===== config.mk =====
export PLATFORM = sky130hd
export DESIGN_NAME = priority_schedule_metrics
export DESIGN_NICKNAME = d
export VERILOG_FILES = /design/src/rtl/psm_pkg.sv /design/src/rtl/psm_div.sv /design/src/rtl/psm_datapath.sv /design/src/rtl/psm_ctrl.sv /design/src/rtl/priority_schedule_metrics.sv
export SDC_FILE = /design/constraint.sdc
export NUM_CORES = 1
export LEC_CHECK = 0
export BUFFER_PORTS_ARGS = -buffer_cell sky130_fd_sc_hd__buf_2
export CAP_MARGIN = 25
export CORE_MARGIN = 8
export CORE_UTILIZATION = 30
export CTS_BUF_LIST = sky130_fd_sc_hd__clkbuf_8
export DETAILED_ROUTE_END_ITERATION = 8
export GPL_ROUTABILITY_DRIVEN = 0
export PLACE_DENSITY = 0.51
export SLEW_MARGIN = 20
export SYNTH_ARGS = -nofsm -noshare
export SYNTH_HDL_FRONTEND = slang
export SYNTH_SLANG_ARGS = --single-unit

===== constraint.sdc =====
create_clock -name i_clk -period 5.49 [get_ports i_clk]
set_clock_uncertainty 0.15 [all_clocks]
set_input_delay 1.098 -clock i_clk [delete_from_list [all_inputs] [get_ports i_clk]]
set_output_delay 1.098 -clock i_clk [all_outputs]
set_load 0.1 [all_outputs]

===== src/rtl/psm_pkg.sv =====
// Package for the priority schedule block: field widths, divider selection codes
// and the command and status structs that join controller and datapath.
// Depends on nothing.
package psm_pkg;

    localparam int BURST_W = 16;
    localparam int PRIO_W  = 8;
    localparam int ID_W    = 5;
    localparam int TIME_W  = 20;
    localparam int AVG_W   = 28;
    localparam int THR_W   = 21;
    localparam int FRAC_AVG = 8;
    localparam int FRAC_THR = 16;
    localparam logic [THR_W-1:0] THR_SAT = {THR_W{1'b1}};

    typedef enum logic [1:0] {
        DIV_WAIT_AVG = 2'd0,
        DIV_TURN_AVG = 2'd1,
        DIV_THRU     = 2'd2
    } t_div_sel;

    typedef struct packed {
        logic     scan_start;
        logic     acc;
        logic     div_start;
        logic     div_store;
        t_div_sel div_sel;
        logic     clear;
    } t_cmd;

    typedef struct packed {
        logic scan_done;
        logic last;
        logic div_done;
    } t_sts;

endpackage


===== src/rtl/psm_div.sv =====
// Iterative restoring divider, one quotient bit per cycle.
// Depends on nothing; used by psm_datapath.
module psm_div #(
    parameter int DW = 40,
    parameter int VW = 22
) (
    input  logic          i_clk,
    input  logic          i_rst_n,
    input  logic          i_start,
    input  logic [DW-1:0] i_dividend,
    input  logic [VW-1:0] i_divisor,
    output logic          o_done,
    output logic [DW-1:0] o_quotient
);
    localparam int CNT_W = $clog2(DW + 1);

    logic [VW-1:0]    r_rem;
    logic [DW-1:0]    r_quo;
    logic [VW-1:0]    r_div;
    logic [CNT_W-1:0] r_cnt;
    logic             r_busy;
    logic             r_done;
    logic [VW:0]      cand;
    logic             ge;

    assign cand = {r_rem, r_quo[DW-1]};
    assign ge   = cand >= {1'b0, r_div};

    always_ff @(posedge i_clk) begin
        if (!i_rst_n) begin
            r_busy <= 1'b0;
            r_done <= 1'b0;
            r_cnt  <= '0;
        end else begin
            r_done <= 1'b0;
            if (i_start) begin
                r_busy <= 1'b1;
                r_cnt  <= CNT_W'(DW);
                r_rem  <= '0;
                r_quo  <= i_dividend;
                r_div  <= i_divisor;
            end else if (r_busy) begin
                r_rem <= ge ? VW'(cand - {1'b0, r_div}) : cand[VW-1:0];
                r_quo <= {r_quo[DW-2:0], ge};
                r_cnt <= r_cnt - 1'b1;
                if (r_cnt == CNT_W'(1)) begin
                    r_busy <= 1'b0;
                    r_done <= 1'b1;
                end
            end
        end
    end

    assign o_done     = r_done;
    assign o_quotient = r_quo;
endmodule


===== src/rtl/psm_datapath.sv =====
// Datapath: process memory, selection scan, time accumulators, shared divider
// and the result register. Depends on psm_pkg and psm_div.
module psm_datapath #(
    parameter int MAX_PROCESSES = 16
) (
    input  logic                      i_clk,
    input  logic                      i_rst_n,
    input  logic                      i_load,
    input  logic [psm_pkg::BURST_W-1:0] i_burst,
    input  logic [psm_pkg::PRIO_W-1:0]  i_prio,
    input  psm_pkg::t_cmd             i_cmd,
    output psm_pkg::t_sts             o_sts,
    output logic [psm_pkg::ID_W-1:0]    o_id,
    output logic [psm_pkg::BURST_W-1:0] o_burst,
    output logic [psm_pkg::TIME_W-1:0]  o_completion,
    output logic [psm_pkg::TIME_W-1:0]  o_waiting,
    output logic [psm_pkg::AVG_W-1:0]   o_avg_wait,
    output logic [psm_pkg::AVG_W-1:0]   o_avg_turn,
    output logic [psm_pkg::THR_W-1:0]   o_thru,
    output logic                      o_last
);
    localparam int CW    = $clog2(MAX_PROCESSES + 1);
    localparam int AW    = (MAX_PROCESSES > 1) ? $clog2(MAX_PROCESSES) : 1;
    localparam int RT_W  = psm_pkg::BURST_W + CW;
    localparam int SUM_W = RT_W + CW;
    localparam int DVD_W = SUM_W + psm_pkg::FRAC_AVG;
    localparam int MW    = psm_pkg::BURST_W + psm_pkg::PRIO_W;

    logic [MW-1:0]            r_mem [MAX_PROCESSES];
    logic [MW-1:0]            r_rd;
    logic [AW-1:0]            r_rd_idx;
    logic                     r_rd_vld;
    logic                     r_rd_last;
    logic [CW-1:0]            r_count;
    logic [CW-1:0]            r_scan_cnt;
    logic                     r_scanning;
    logic                     r_scan_done;
    logic [MAX_PROCESSES-1:0] r_emitted;
    logic                     r_best_vld;
    logic [AW-1:0]            r_best_idx;
    logic [psm_pkg::PRIO_W-1:0]  r_best_prio;
    logic [psm_pkg::BURST_W-1:0] r_best_burst;
    logic [CW-1:0]            r_rank;
    logic [RT_W-1:0]          r_running;
    logic [SUM_W-1:0]         r_tsum;
    logic [SUM_W-1:0]         r_wsum;
    logic [RT_W-1:0]          n_running;
    logic [psm_pkg::PRIO_W-1:0]  rd_prio;
    logic                     take;
    logic [DVD_W-1:0]         div_dvd;
    logic [RT_W-1:0]          div_dvs;
    logic                     div_done;
    logic [DVD_W-1:0]         div_quo;

    assign rd_prio   = r_rd[MW-1:psm_pkg::BURST_W];
    assign take      = r_rd_vld && !r_emitted[r_rd_idx]
                       && (!r_best_vld || rd_prio < r_best_prio);
    assign n_running = r_running + RT_W'(r_best_burst);

    // Process memory: written while loading, read once a cycle by the scan.
    always_ff @(posedge i_clk) begin
        if (i_load && r_count < CW'(MAX_PROCESSES)) begin
            r_mem[r_count[AW-1:0]] <= {i_prio, i_burst};
        end
        r_rd <= r_mem[r_scan_cnt[AW-1:0]];
    end

    always_comb begin
        div_dvd = '0;
        div_dvs = RT_W'(r_count);
        case (i_cmd.div_sel)
            psm_pkg::DIV_WAIT_AVG: div_dvd = {r_wsum, psm_pkg::FRAC_AVG'(0)};
            psm_pkg::DIV_TURN_AVG: div_dvd = {r_tsum, psm_pkg::FRAC_AVG'(0)};
            psm_pkg::DIV_THRU: begin
                div_dvd = DVD_W'({r_count, psm_pkg::FRAC_THR'(0)});
                div_dvs = r_running;
            end
            default: div_dvd = '0;
        endcase
    end

    psm_div #(.DW(DVD_W), .VW(RT_W)) u_div (
        .i_clk      (i_clk),
        .i_rst_n    (i_rst_n),
        .i_start    (i_cmd.div_start),
        .i_dividend (div_dvd),
        .i_divisor  (div_dvs),
        .o_done     (div_done),
        .o_quotient (div_quo)
    );

    always_ff @(posedge i_clk) begin
        if (!i_rst_n) begin
            r_count     <= '0;
            r_scan_cnt  <= '0;
            r_scanning  <= 1'b0;
            r_scan_done <= 1'b0;
            r_rd_vld    <= 1'b0;
            r_rd_last   <= 1'b0;
            r_emitted   <= '0;
            r_best_vld  <= 1'b0;
            r_rank      <= '0;
            r_running   <= '0;
            r_tsum      <= '0;
            r_wsum      <= '0;
        end else begin
            if (i_load && r_count < CW'(MAX_PROCESSES)) begin
                r_count <= r_count + 1'b1;
            end
            r_rd_vld  <= r_scanning;
            r_rd_last <= r_scanning && (r_scan_cnt == r_count - 1'b1);
            r_rd_idx  <= r_scan_cnt[AW-1:0];
            if (i_cmd.scan_start) begin
                r_scanning  <= 1'b1;
                r_scan_cnt  <= '0;
                r_scan_done <= 1'b0;
                r_best_vld  <= 1'b0;
            end else if (r_scanning) begin
                r_scan_cnt <= r_scan_cnt + 1'b1;
                if (r_scan_cnt == r_count - 1'b1) begin
                    r_scanning <= 1'b0;
                end
            end
            if (take) begin
                r_best_vld   <= 1'b1;
                r_best_idx   <= r_rd_idx;
                r_best_prio  <= rd_prio;
                r_best_burst <= r_rd[psm_pkg::BURST_W-1:0];
            end
            if (r_rd_vld && r_rd_last) begin
                r_scan_done <= 1'b1;
            end
            if (i_cmd.acc) begin
                r_running             <= n_running;
                r_tsum                <= r_tsum + SUM_W'(n_running);
                r_wsum                <= r_wsum + SUM_W'(r_running);
                r_emitted[r_best_idx] <= 1'b1;
                r_rank                <= r_rank + 1'b1;
            end
            if (i_cmd.clear) begin
                r_count   <= '0;
                r_emitted <= '0;
                r_rank    <= '0;
                r_running <= '0;
                r_tsum    <= '0;
                r_wsum    <= '0;
            end
        end
    end

    // Result register.
    always_ff @(posedge i_clk) begin
        if (i_cmd.acc) begin
            o_id         <= psm_pkg::ID_W'(r_best_idx) + 1'b1;
            o_burst      <= r_best_burst;
            o_completion <= n_running[psm_pkg::TIME_W-1:0];
            o_waiting    <= r_running[psm_pkg::TIME_W-1:0];
            o_avg_wait   <= '0;
            o_avg_turn   <= '0;
            o_thru       <= '0;
            o_last       <= (r_rank + 1'b1) == r_count;
        end
        if (i_cmd.div_store) begin
            case (i_cmd.div_sel)
                psm_pkg::DIV_WAIT_AVG: o_avg_wait <= div_quo[psm_pkg::AVG_W-1:0];
                psm_pkg::DIV_TURN_AVG: o_avg_turn <= div_quo[psm_pkg::AVG_W-1:0];
                psm_pkg::DIV_THRU: begin
                    if (r_running == '0 || div_quo > DVD_W'(psm_pkg::THR_SAT)) begin
                        o_thru <= psm_pkg::THR_SAT;
                    end else begin
                        o_thru <= div_quo[psm_pkg::THR_W-1:0];
                    end
                end
                default: o_thru <= o_thru;
            endcase
        end
    end

    assign o_sts.scan_done = r_scan_done;
    assign o_sts.last      = o_last;
    assign o_sts.div_done  = div_done;
endmodule


===== src/rtl/psm_ctrl.sv =====
// Controller state machine that sequences loading, selection, accumulation,
// averaging and throughput divisions and result delivery. Depends on psm_pkg.
module psm_ctrl (
    input  logic          i_clk,
    input  logic          i_rst_n,
    input  logic          i_s_tvalid,
    input  logic          i_s_tlast,
    input  logic          i_m_tready,
    input  psm_pkg::t_sts i_sts,
    output logic          o_s_tready,
    output logic          o_m_tvalid,
    output psm_pkg::t_cmd o_cmd
);
    typedef enum logic [2:0] {
        ST_LOAD, ST_START, ST_SCAN, ST_ACC, ST_CHECK, ST_DIV_GO, ST_DIV_WAIT, ST_OUT
    } t_state;

    t_state            r_state, n_state;
    psm_pkg::t_div_sel r_sel, n_sel;

    always_comb begin
        n_state           = r_state;
        n_sel             = r_sel;
        o_cmd             = '0;
        o_cmd.div_sel     = r_sel;
        case (r_state)
            ST_LOAD: begin
                if (i_s_tvalid && i_s_tlast) begin
                    n_state = ST_START;
                end
            end
            ST_START: begin
                o_cmd.scan_start = 1'b1;
                n_state          = ST_SCAN;
            end
            ST_SCAN: begin
                if (i_sts.scan_done) begin
                    n_state = ST_ACC;
                end
            end
            ST_ACC: begin
                o_cmd.acc = 1'b1;
                n_state   = ST_CHECK;
            end
            ST_CHECK: begin
                n_sel   = psm_pkg::DIV_WAIT_AVG;
                n_state = i_sts.last ? ST_DIV_GO : ST_OUT;
            end
            ST_DIV_GO: begin
                o_cmd.div_start = 1'b1;
                n_state         = ST_DIV_WAIT;
            end
            ST_DIV_WAIT: begin
                if (i_sts.div_done) begin
                    o_cmd.div_store = 1'b1;
                    case (r_sel)
                        psm_pkg::DIV_WAIT_AVG: begin
                            n_sel   = psm_pkg::DIV_TURN_AVG;
                            n_state = ST_DIV_GO;
                        end
                        psm_pkg::DIV_TURN_AVG: begin
                            n_sel   = psm_pkg::DIV_THRU;
                            n_state = ST_DIV_GO;
                        end
                        default: n_state = ST_OUT;
                    endcase
                end
            end
            ST_OUT: begin
                if (i_m_tready) begin
                    o_cmd.clear = i_sts.last;
                    n_state     = i_sts.last ? ST_LOAD : ST_START;
                end
            end
            default: n_state = ST_LOAD;
        endcase
    end

    always_ff @(posedge i_clk) begin
        if (!i_rst_n) begin
            r_state <= ST_LOAD;
            r_sel   <= psm_pkg::DIV_WAIT_AVG;
        end else begin
            r_state <= n_state;
            r_sel   <= n_sel;
        end
    end

    assign o_s_tready = r_state == ST_LOAD;
    assign o_m_tvalid = r_state == ST_OUT;
endmodule


===== src/rtl/priority_schedule_metrics.sv =====
// Top level of the non-preemptive priority scheduler with batch metrics.
// Depends on psm_pkg, psm_ctrl and psm_datapath (which holds psm_div).
//
// Each accepted input transaction loads one process (burst time and priority
// number); ids are given from 1 in arrival order and up to MAX_PROCESSES are
// kept, further processes being dropped. Loading accepts transactions
// back to back. The transaction with tlast set closes the set: the block then
// emits one output transaction per process in ascending priority order, equal
// priorities keeping arrival order, with completion time (equal to turnaround
// time, as all processes arrive at zero) and waiting time. The transaction with
// tlast set on the output also carries the mean waiting and turnaround times
// (8 fractional bits, truncated) and the throughput, processes per time unit
// with 16 fractional bits, saturated at all ones when the total time is zero
// or the quotient overflows; these fields are zero on every other result.
// For each result a selection scan reads the process memory one entry a cycle
// to find the next process; the last result adds three divisions on one
// shared restoring divider. No new input is taken until the last result of a
// set has been delivered.
module priority_schedule_metrics #(
    parameter int MAX_PROCESSES = 16
) (
    input  logic         i_clk,
    input  logic         i_rst_n,
    input  logic         i_s_tvalid,
    output logic         o_s_tready,
    input  logic [23:0]  i_s_tdata,  // burst_time[15:0], priority_level[23:16]
    input  logic         i_s_tlast,  // final_item
    output logic         o_m_tvalid,
    input  logic         i_m_tready,
    // process_id[4:0], burst_out[20:5], completion_time[40:21],
    // waiting_time[60:41], avg_waiting[88:61], avg_turnaround[116:89],
    // throughput[137:117], zeros above
    output logic [143:0] o_m_tdata,
    output logic         o_m_tlast   // last_result
);
    psm_pkg::t_cmd cmd;
    psm_pkg::t_sts sts;
    logic          load;

    logic [psm_pkg::ID_W-1:0]    id;
    logic [psm_pkg::BURST_W-1:0] burst;
    logic [psm_pkg::TIME_W-1:0]  completion;
    logic [psm_pkg::TIME_W-1:0]  waiting;
    logic [psm_pkg::AVG_W-1:0]   avg_wait;
    logic [psm_pkg::AVG_W-1:0]   avg_turn;
    logic [psm_pkg::THR_W-1:0]   thru;

    // A process is written on every accepted input transaction while fewer than MAX_PROCESSES are held.
    assign load = i_s_tvalid && o_s_tready;

    psm_ctrl u_ctrl (
        .i_clk      (i_clk),
        .i_rst_n    (i_rst_n),
        .i_s_tvalid (i_s_tvalid),
        .i_s_tlast  (i_s_tlast),
        .i_m_tready (i_m_tready),
        .i_sts      (sts),
        .o_s_tready (o_s_tready),
        .o_m_tvalid (o_m_tvalid),
        .o_cmd      (cmd)
    );

    psm_datapath #(.MAX_PROCESSES(MAX_PROCESSES)) u_dp (
        .i_clk        (i_clk),
        .i_rst_n      (i_rst_n),
        .i_load       (load),
        .i_burst      (i_s_tdata[15:0]),
        .i_prio       (i_s_tdata[23:16]),
        .i_cmd        (cmd),
        .o_sts        (sts),
        .o_id         (id),
        .o_burst      (burst),
        .o_completion (completion),
        .o_waiting    (waiting),
        .o_avg_wait   (avg_wait),
        .o_avg_turn   (avg_turn),
        .o_thru       (thru),
        .o_last       (o_m_tlast)
    );

    // Pack the result fields from the lowest bit up, padded to whole bytes.
    assign o_m_tdata = {6'd0, thru, avg_turn, avg_wait, waiting, completion, burst, id};
endmodule

== Word-level counts from Yosys, hierarchy flattened ==
Memory sizes are Yosys's and may differ from the RTL's. A register that Yosys moved wholly into a read port is not among the register bits.
Index checks and enable logic that the tools add are counted.
Word-level totals
  word-level logic and storage cells: 154
  memories kept: 1
  bits of input ports: 29
  ROM bits: 0
  output and inout bits: 147
  latch bits: 0
  RAM bits: 384
  register bits after elaboration: 369
Memories
  u_dp.r_mem: depth 16, bits a word 24, rd ports 1, clocked after Yosys merged registers in 1, write ports 1, line psm_datapath.sv:29  | logic [MW-1:0] r_mem [MAX_PROCESSES];
Cells by class
  reduce and logical (&&, ||, !) cells: 29
  div/mod/pow operators: 0
  add/sub/neg operators: 10
  multiply operators: 0
  equal/unequal tests: 18
  magnitude comparators: 7
  shift-type cells: 0
  bitwise gates (word level): 3
  multiplexer cells: 52
Operators with widths (count)
  two-way mux 28 bit: 6
  two-way mux 21 bit: 5
  case mux 34 bit (3 select lines): 1
  two-way mux 34 bit: 2
  adder 26 x 21 -> 26 bit: 2
  case mux 21 bit (2 select lines): 1
  greater-than comparator 34 x 21 -> 1 bit (second input constant): 1
  case mux 3 bit (8 select lines): 1
  >= comparator 22 x 21 -> 1 bit: 1
  two-way mux 1 bit: 22
  adder 21 x 16 -> 21 bit: 1
  logical NOT 21 bit: 1
  subtractor 21 bit: 1
  bitwise OR 16 bit: 1
  adder 5 x 1 -> 5 bit (second input constant): 3
  == test 3 bit (second input constant): 4
  two-way mux 3 bit: 4
  two-way mux 6 bit: 2
  == test 5 bit: 2
  less-than comparator 4 x 5 -> 1 bit (second input constant): 2
  logical AND 1 bit: 8
  less-than comparator 8 bit: 1
  inequality test 2 x 1 -> 1 bit (second input constant): 4
  case mux 2 bit (2 select lines): 2
  other kinds (27): 41

== Logic depth before layout (Yosys ltp) ==
  word-level depth: 6
  gate-level depth with buffers: 19

== Modules after synthesis ==
A second synthesis with hierarchy kept.
Unflattened totals
  cells, all modules: 2438
  area total of the unflattened synthesis: 33688.6 um2
By module, submodules not included
  psm_datapath: area an instance 28746.3 um2, times used 1, cells an instance 1992, seq. area each 18768.0 um2
  psm_div: area an instance 4550.6 um2, times used 1, cells an instance 395, seq. area each 2442.3 um2
  psm_ctrl: area an instance 336.6 um2, times used 1, cells an instance 43, seq. area each 100.1 um2
  priority_schedule_metrics: area an instance 55.1 um2, times used 1, cells an instance 8, seq. area each 0.0 um2

== Worst setup path before layout ==
Ideal clock, no wire load.
  kind: register to register
  start point: register u_ctrl.r_state[2]
  end point: memory u_dp.r_mem[3][0] (netlist name) (enable)
  stages on the path, launching flop included: 6
  clock period less this slack: 5.527 ns
  arrival time: 4.942 ns
  data required time: 4.905 ns
  library setup time: 0.435 ns
  buffers on the path: 1
  path slack: -0.037 ns
  cells stage by stage: dfxtp_1 -> nor3_1 -> and3b_1 -> clkbuf_1 -> nand2_1 -> nor3_1
Between the ends
  word-level cells in the longest chain between the ends: 5
Ends and longest elaborated chain
  start: declaration: line psm_ctrl.sv:18  | t_state r_state, n_state;
  start signal: assignment: line psm_ctrl.sv:84  | r_state <= n_state;
  logical NOT 3 bit: line psm_ctrl.sv:89  | assign o_s_tready = r_state == ST_LOAD;
  via o_s_tready: line priority_schedule_metrics.sv:25  | output logic o_s_tready,
  logical AND 1 bit: line priority_schedule_metrics.sv:49  | assign load = i_s_tvalid && o_s_tready;
  logical AND 1 bit: line psm_datapath.sv:62  | if (i_load && r_count < CW'(MAX_PROCESSES)) begin
  two-way mux 1 bit: line psm_datapath.sv:62
  two-way mux 1 bit (not written as such): line psm_datapath.sv:63  | r_mem[r_count[AW-1:0]] <= {i_prio, i_burst};
  end: declaration: line psm_datapath.sv:29
The timed path passes the listed nets, and every way through them passes these cells.

== Worst setup path in the final report ==
  start point: register u_dp.r_best_burst[0] (netlist name)
  end point: register u_dp.r_tsum[25]
Between the ends
  word-level cells in the longest chain between the ends: 2
Ends and longest elaborated chain
  start: declaration: line psm_datapath.sv:42  | logic [psm_pkg::BURST_W-1:0] r_best_burst;
  start signal: assignment: line psm_datapath.sv:128  | r_best_burst <= r_rd[psm_pkg::BURST_W-1:0];
  adder 21 x 16 -> 21 bit: line psm_datapath.sv:58  | assign n_running = r_running + RT_W'(r_best_burst);
  via u_dp.n_running[14]: line psm_datapath.sv:47  | logic [RT_W-1:0] n_running;
  adder 26 x 21 -> 26 bit: line psm_datapath.sv:135  | r_tsum <= r_tsum + SUM_W'(n_running);
  end signal: assignment: line psm_datapath.sv:135
  end: declaration: line psm_datapath.sv:45  | logic [SUM_W-1:0] r_tsum;
The timed path passes the listed nets, and every way through them passes these cells.
A chain may end at the register's enable or synchronous reset.

==> flow_metrics.tcl <==
set metrics [dict create \
    synth_area_per_cell_sq_um 13.5 \
    drtAntennaViolNets 0 \
    place_ws_ns 0.709 \
    cp-end-kind "flop" \
    viasPerCell 4.85 \
    grt_max_degree 80 \
    nFillCells 10841 \
    firstDrtPassIters 5 \
    drc 0 \
    yosysTopAreaCell "edfxtp_1" \
    die-area_sq_um 122000 \
    core_sq_um 111000 \
    synth_xor_area_share_pct 2.65 \
    ctsRootBufferMaster "clkbuf_8" \
    cts_buffers 139 \
    grt-ovfl-total 0 \
    setup_viol 0 \
    path_delay_family "compound AO/OA/AOI/OAI gates" \
    grt_pass1_wl_um 134000 \
    period_needed_ns 4.83 \
    worstHoldStart "u_dp.r_rd[8]" \
    ys_warn_count 0 \
    crit_buf_inv 1 \
    syn_to_final_growth_pct 16.2 \
    crit_chain "ha_1 -> inv_1 -> fa_1 -> nor2b_1 -> o31a_1 -> o31a_1 -> o21ai_0 -> a21oi_1 -> a221oi_2 -> xnor2_1 -> ha_1 -> a21o_1 -> a21o_1 -> a221o_1 -> a211oi_1 -> nand3_1 -> nand4_1 -> xor2_1 -> nor2_1" \
    synthAdderAreaFrac_pct 3.95 \
    synthTopCellsByArea "edfxtp_1, dfxtp_1, mux4_2" \
    leakage_nw 14.0 \
    synth_top_area_share_pct 51.7 \
    finalWirelength_um 90900 \
    synth-simple-area-share_pct 8.90 \
    crit_start "u_dp.r_best_burst[0]" \
    wire_per_inst_um 21.1 \
    crit_path_top_delay_cell "a221oi_2" \
    synth-edff-count 575 \
    place_hpwl_um 58400 \
    synthMuxAreaShare_pct 9.90 \
    start_util_pct 30.2 \
    cts_resized 0 \
    ys_seq_area_share_pct 63.8 \
    rsz0062_at_grt "false" \
    hold_viol 0 \
    r2r_start "u_dp.r_best_burst[0]" \
    critPathLaunchType "flop" \
    place_area_sq_um 36100 \
    h-tree-depth 4 \
    grt_pass1_vias 21437 \
    setup_tns_ns 0 \
    critPathMaxStageDelay_ns 0.40 \
    seqCellArea_sq_um 21300 \
    netlist_area_sq_um 33400 \
    num_rows 122 \
    vias 20936 \
    cts_hold_buf 0 \
    chipHeight_um 350 \
    min_path_type "flop to flop" \
    outcome "completed" \
    fmax_ghz 0.207 \
    final.period_utilization_pct 88.0 \
    cellPowerDensity_nw_per_um2 318 \
    cp.required_ns 5.98 \
    drv_cap 0 \
    synthCells 2470 \
    drv_slew 0 \
    drive_above_1_share_pct 20.3 \
    antenna_found_initial 18 \
    cts_tree "built" \
    tritoncts_num_sinks 777 \
    synth_ff_type "edfxtp_1" \
    nNetsFinal 2840 \
    synth_compound_area_share_pct 8.58 \
    critical_path_class "flop to flop" \
    vdd_drop_max_mv 0.151 \
    worst_pin_slew_ns 0.968 \
    postCtsSetupBuffers 0 \
    ios 176 \
    clkTransAtPathRegs_ns 0.06 \
    grt.total_usage_pct 14.5 \
    synth_top_family_by_area "multiplexers" \
    critPathMaxFanout 8 \
    fin_ws_ns 0.657 \
    async_reset_ff_share_pct 0 \
    final_util_pct 35.1 \
    timing.slew.headroom_pct 35.3 \
    drt_iter0_markers 1433 \
    port_buffers 169 \
    arrival_ns 5.32 \
    synth-seq-cells 777 \
    multi_input_area_sq_um 11500 \
    cts_buffer_depth 3 \
    clk_latency_ns 0.83 \
    die_x_um 350 \
    yosysUniqueCellTypes 76 \
    final_area_sq_um 38800 \
]
==> cell type report <==
type                    instances  area share [%]
diodes                          6          0.0387
clock buffers                 151            5.35
clock inverters               106            1.58
inverters                      62           0.612
multi-input cells            1512            29.6
flip-flops and latches        777            54.9
well taps                    1488            4.79
repair buffers                216            3.16
==> layout by cell type (no fill, tap or decap), drive strengths merged, types with 23 or more instances in the layout <==
cell type  instances
a21o              43
a21oi            157
and2              32
buf              216
clkbuf           151
clkinv            35
dfxtp            202
edfxtp           575
ha                99
inv              129
mux2i             49
mux4             124
nand2            287
nand3             37
nand4             26
nor2             179
nor2b             23
o21ai            126
o31ai             30
xnor2             53
xor2              48
==> report_power, final <==
group          switching, W  internal, W  total, W
registers         0.0000868      0.00642   0.00650
clock network       0.00251      0.00268   0.00520
logic              0.000405     0.000253  0.000658
==> path summary, 6_finish.rpt <==
check                               to  slack (ns)  cells past startpoint
hold reg to reg   u_dp.r_best_burst[8]        0.24                      0
setup reg to reg       u_dp.r_tsum[25]        0.66                     19
hold / removal    u_dp.r_best_burst[8]        0.24                      0
setup / recovery       u_dp.r_tsum[25]        0.66                     19
==> cells by family after synthesis <==
logic type,after synthesis
flip-flops,777
AND/OR/NAND/NOR,667
AO/OA/AOI/OAI,460
buffers and inverters,186
multiplexers,175
adder cells (fa/ha/maj),103
XOR/XNOR,101
other,1
==> per-layer routing <==
metal / global-route usage, % / share of wire (%) / up-vias
li1: - / - / 9756
met4: 5.60 / 3.1 / 16
met1: 18.2 / 43 / 10368
met3: 4.07 / 6.6 / 186
met5: 0 / 0.12 / -
met2: 23.9 / 48 / 610
==> per-stage QoR <==
step                instances  hold slack, ns  total power [W]
finish                   4318           0.239           0.0124
CTS                      4312           0.250           0.0126
floorplan                2475           0.236          0.00706
global placement         4053           0.240          0.00727
global route             4313           0.257           0.0129
detailed placement       4055           0.239          0.00729
==> registers in the layout (all words and copies together) (netlist names), 24 cells and up <==
register / flops
u_dp.r_wsum: 26
u_dp.u_div.o_quotient: 34
u_dp.r_rd: 24
u_dp.o_avg_turn: 28
u_dp.o_avg_wait: 28
u_dp.r_mem: 384
u_dp.r_tsum: 26
==> cells in the mapped netlist (3+ instances only) <==
library cell	instances
o221ai_1	3
a31oi_1	15
nor2_1	179
o21ai_0	118
nor3_1	20
nor3b_1	3
clkbuf_1	99
a21o_1	43
or4_1	7
nor2b_1	23
a21oi_1	155
o21a_1	11
mux4_2	124
a221o_1	3
and2_1	31
buf_1	7
or3_1	10
or2_2	5
o211ai_1	3
and3b_1	3
o41ai_1	4
xnor2_1	53
nand3_1	37
nand2_1	287
xor2_1	48
edfxtp_1	575
fa_1	4
o21ai_1	8
o211a_1	3
nor4_1	8
ha_1	99
and3_1	11
a21boi_0	3
inv_1	61
nor4b_1	4
o21bai_1	12
nand4_1	26
mux2i_1	49
buf_2	10
o31ai_1	28
buf_4	7
a211oi_1	18
dfxtp_1	202
nand2b_1	8
Power figures use the tool's default switching activity.
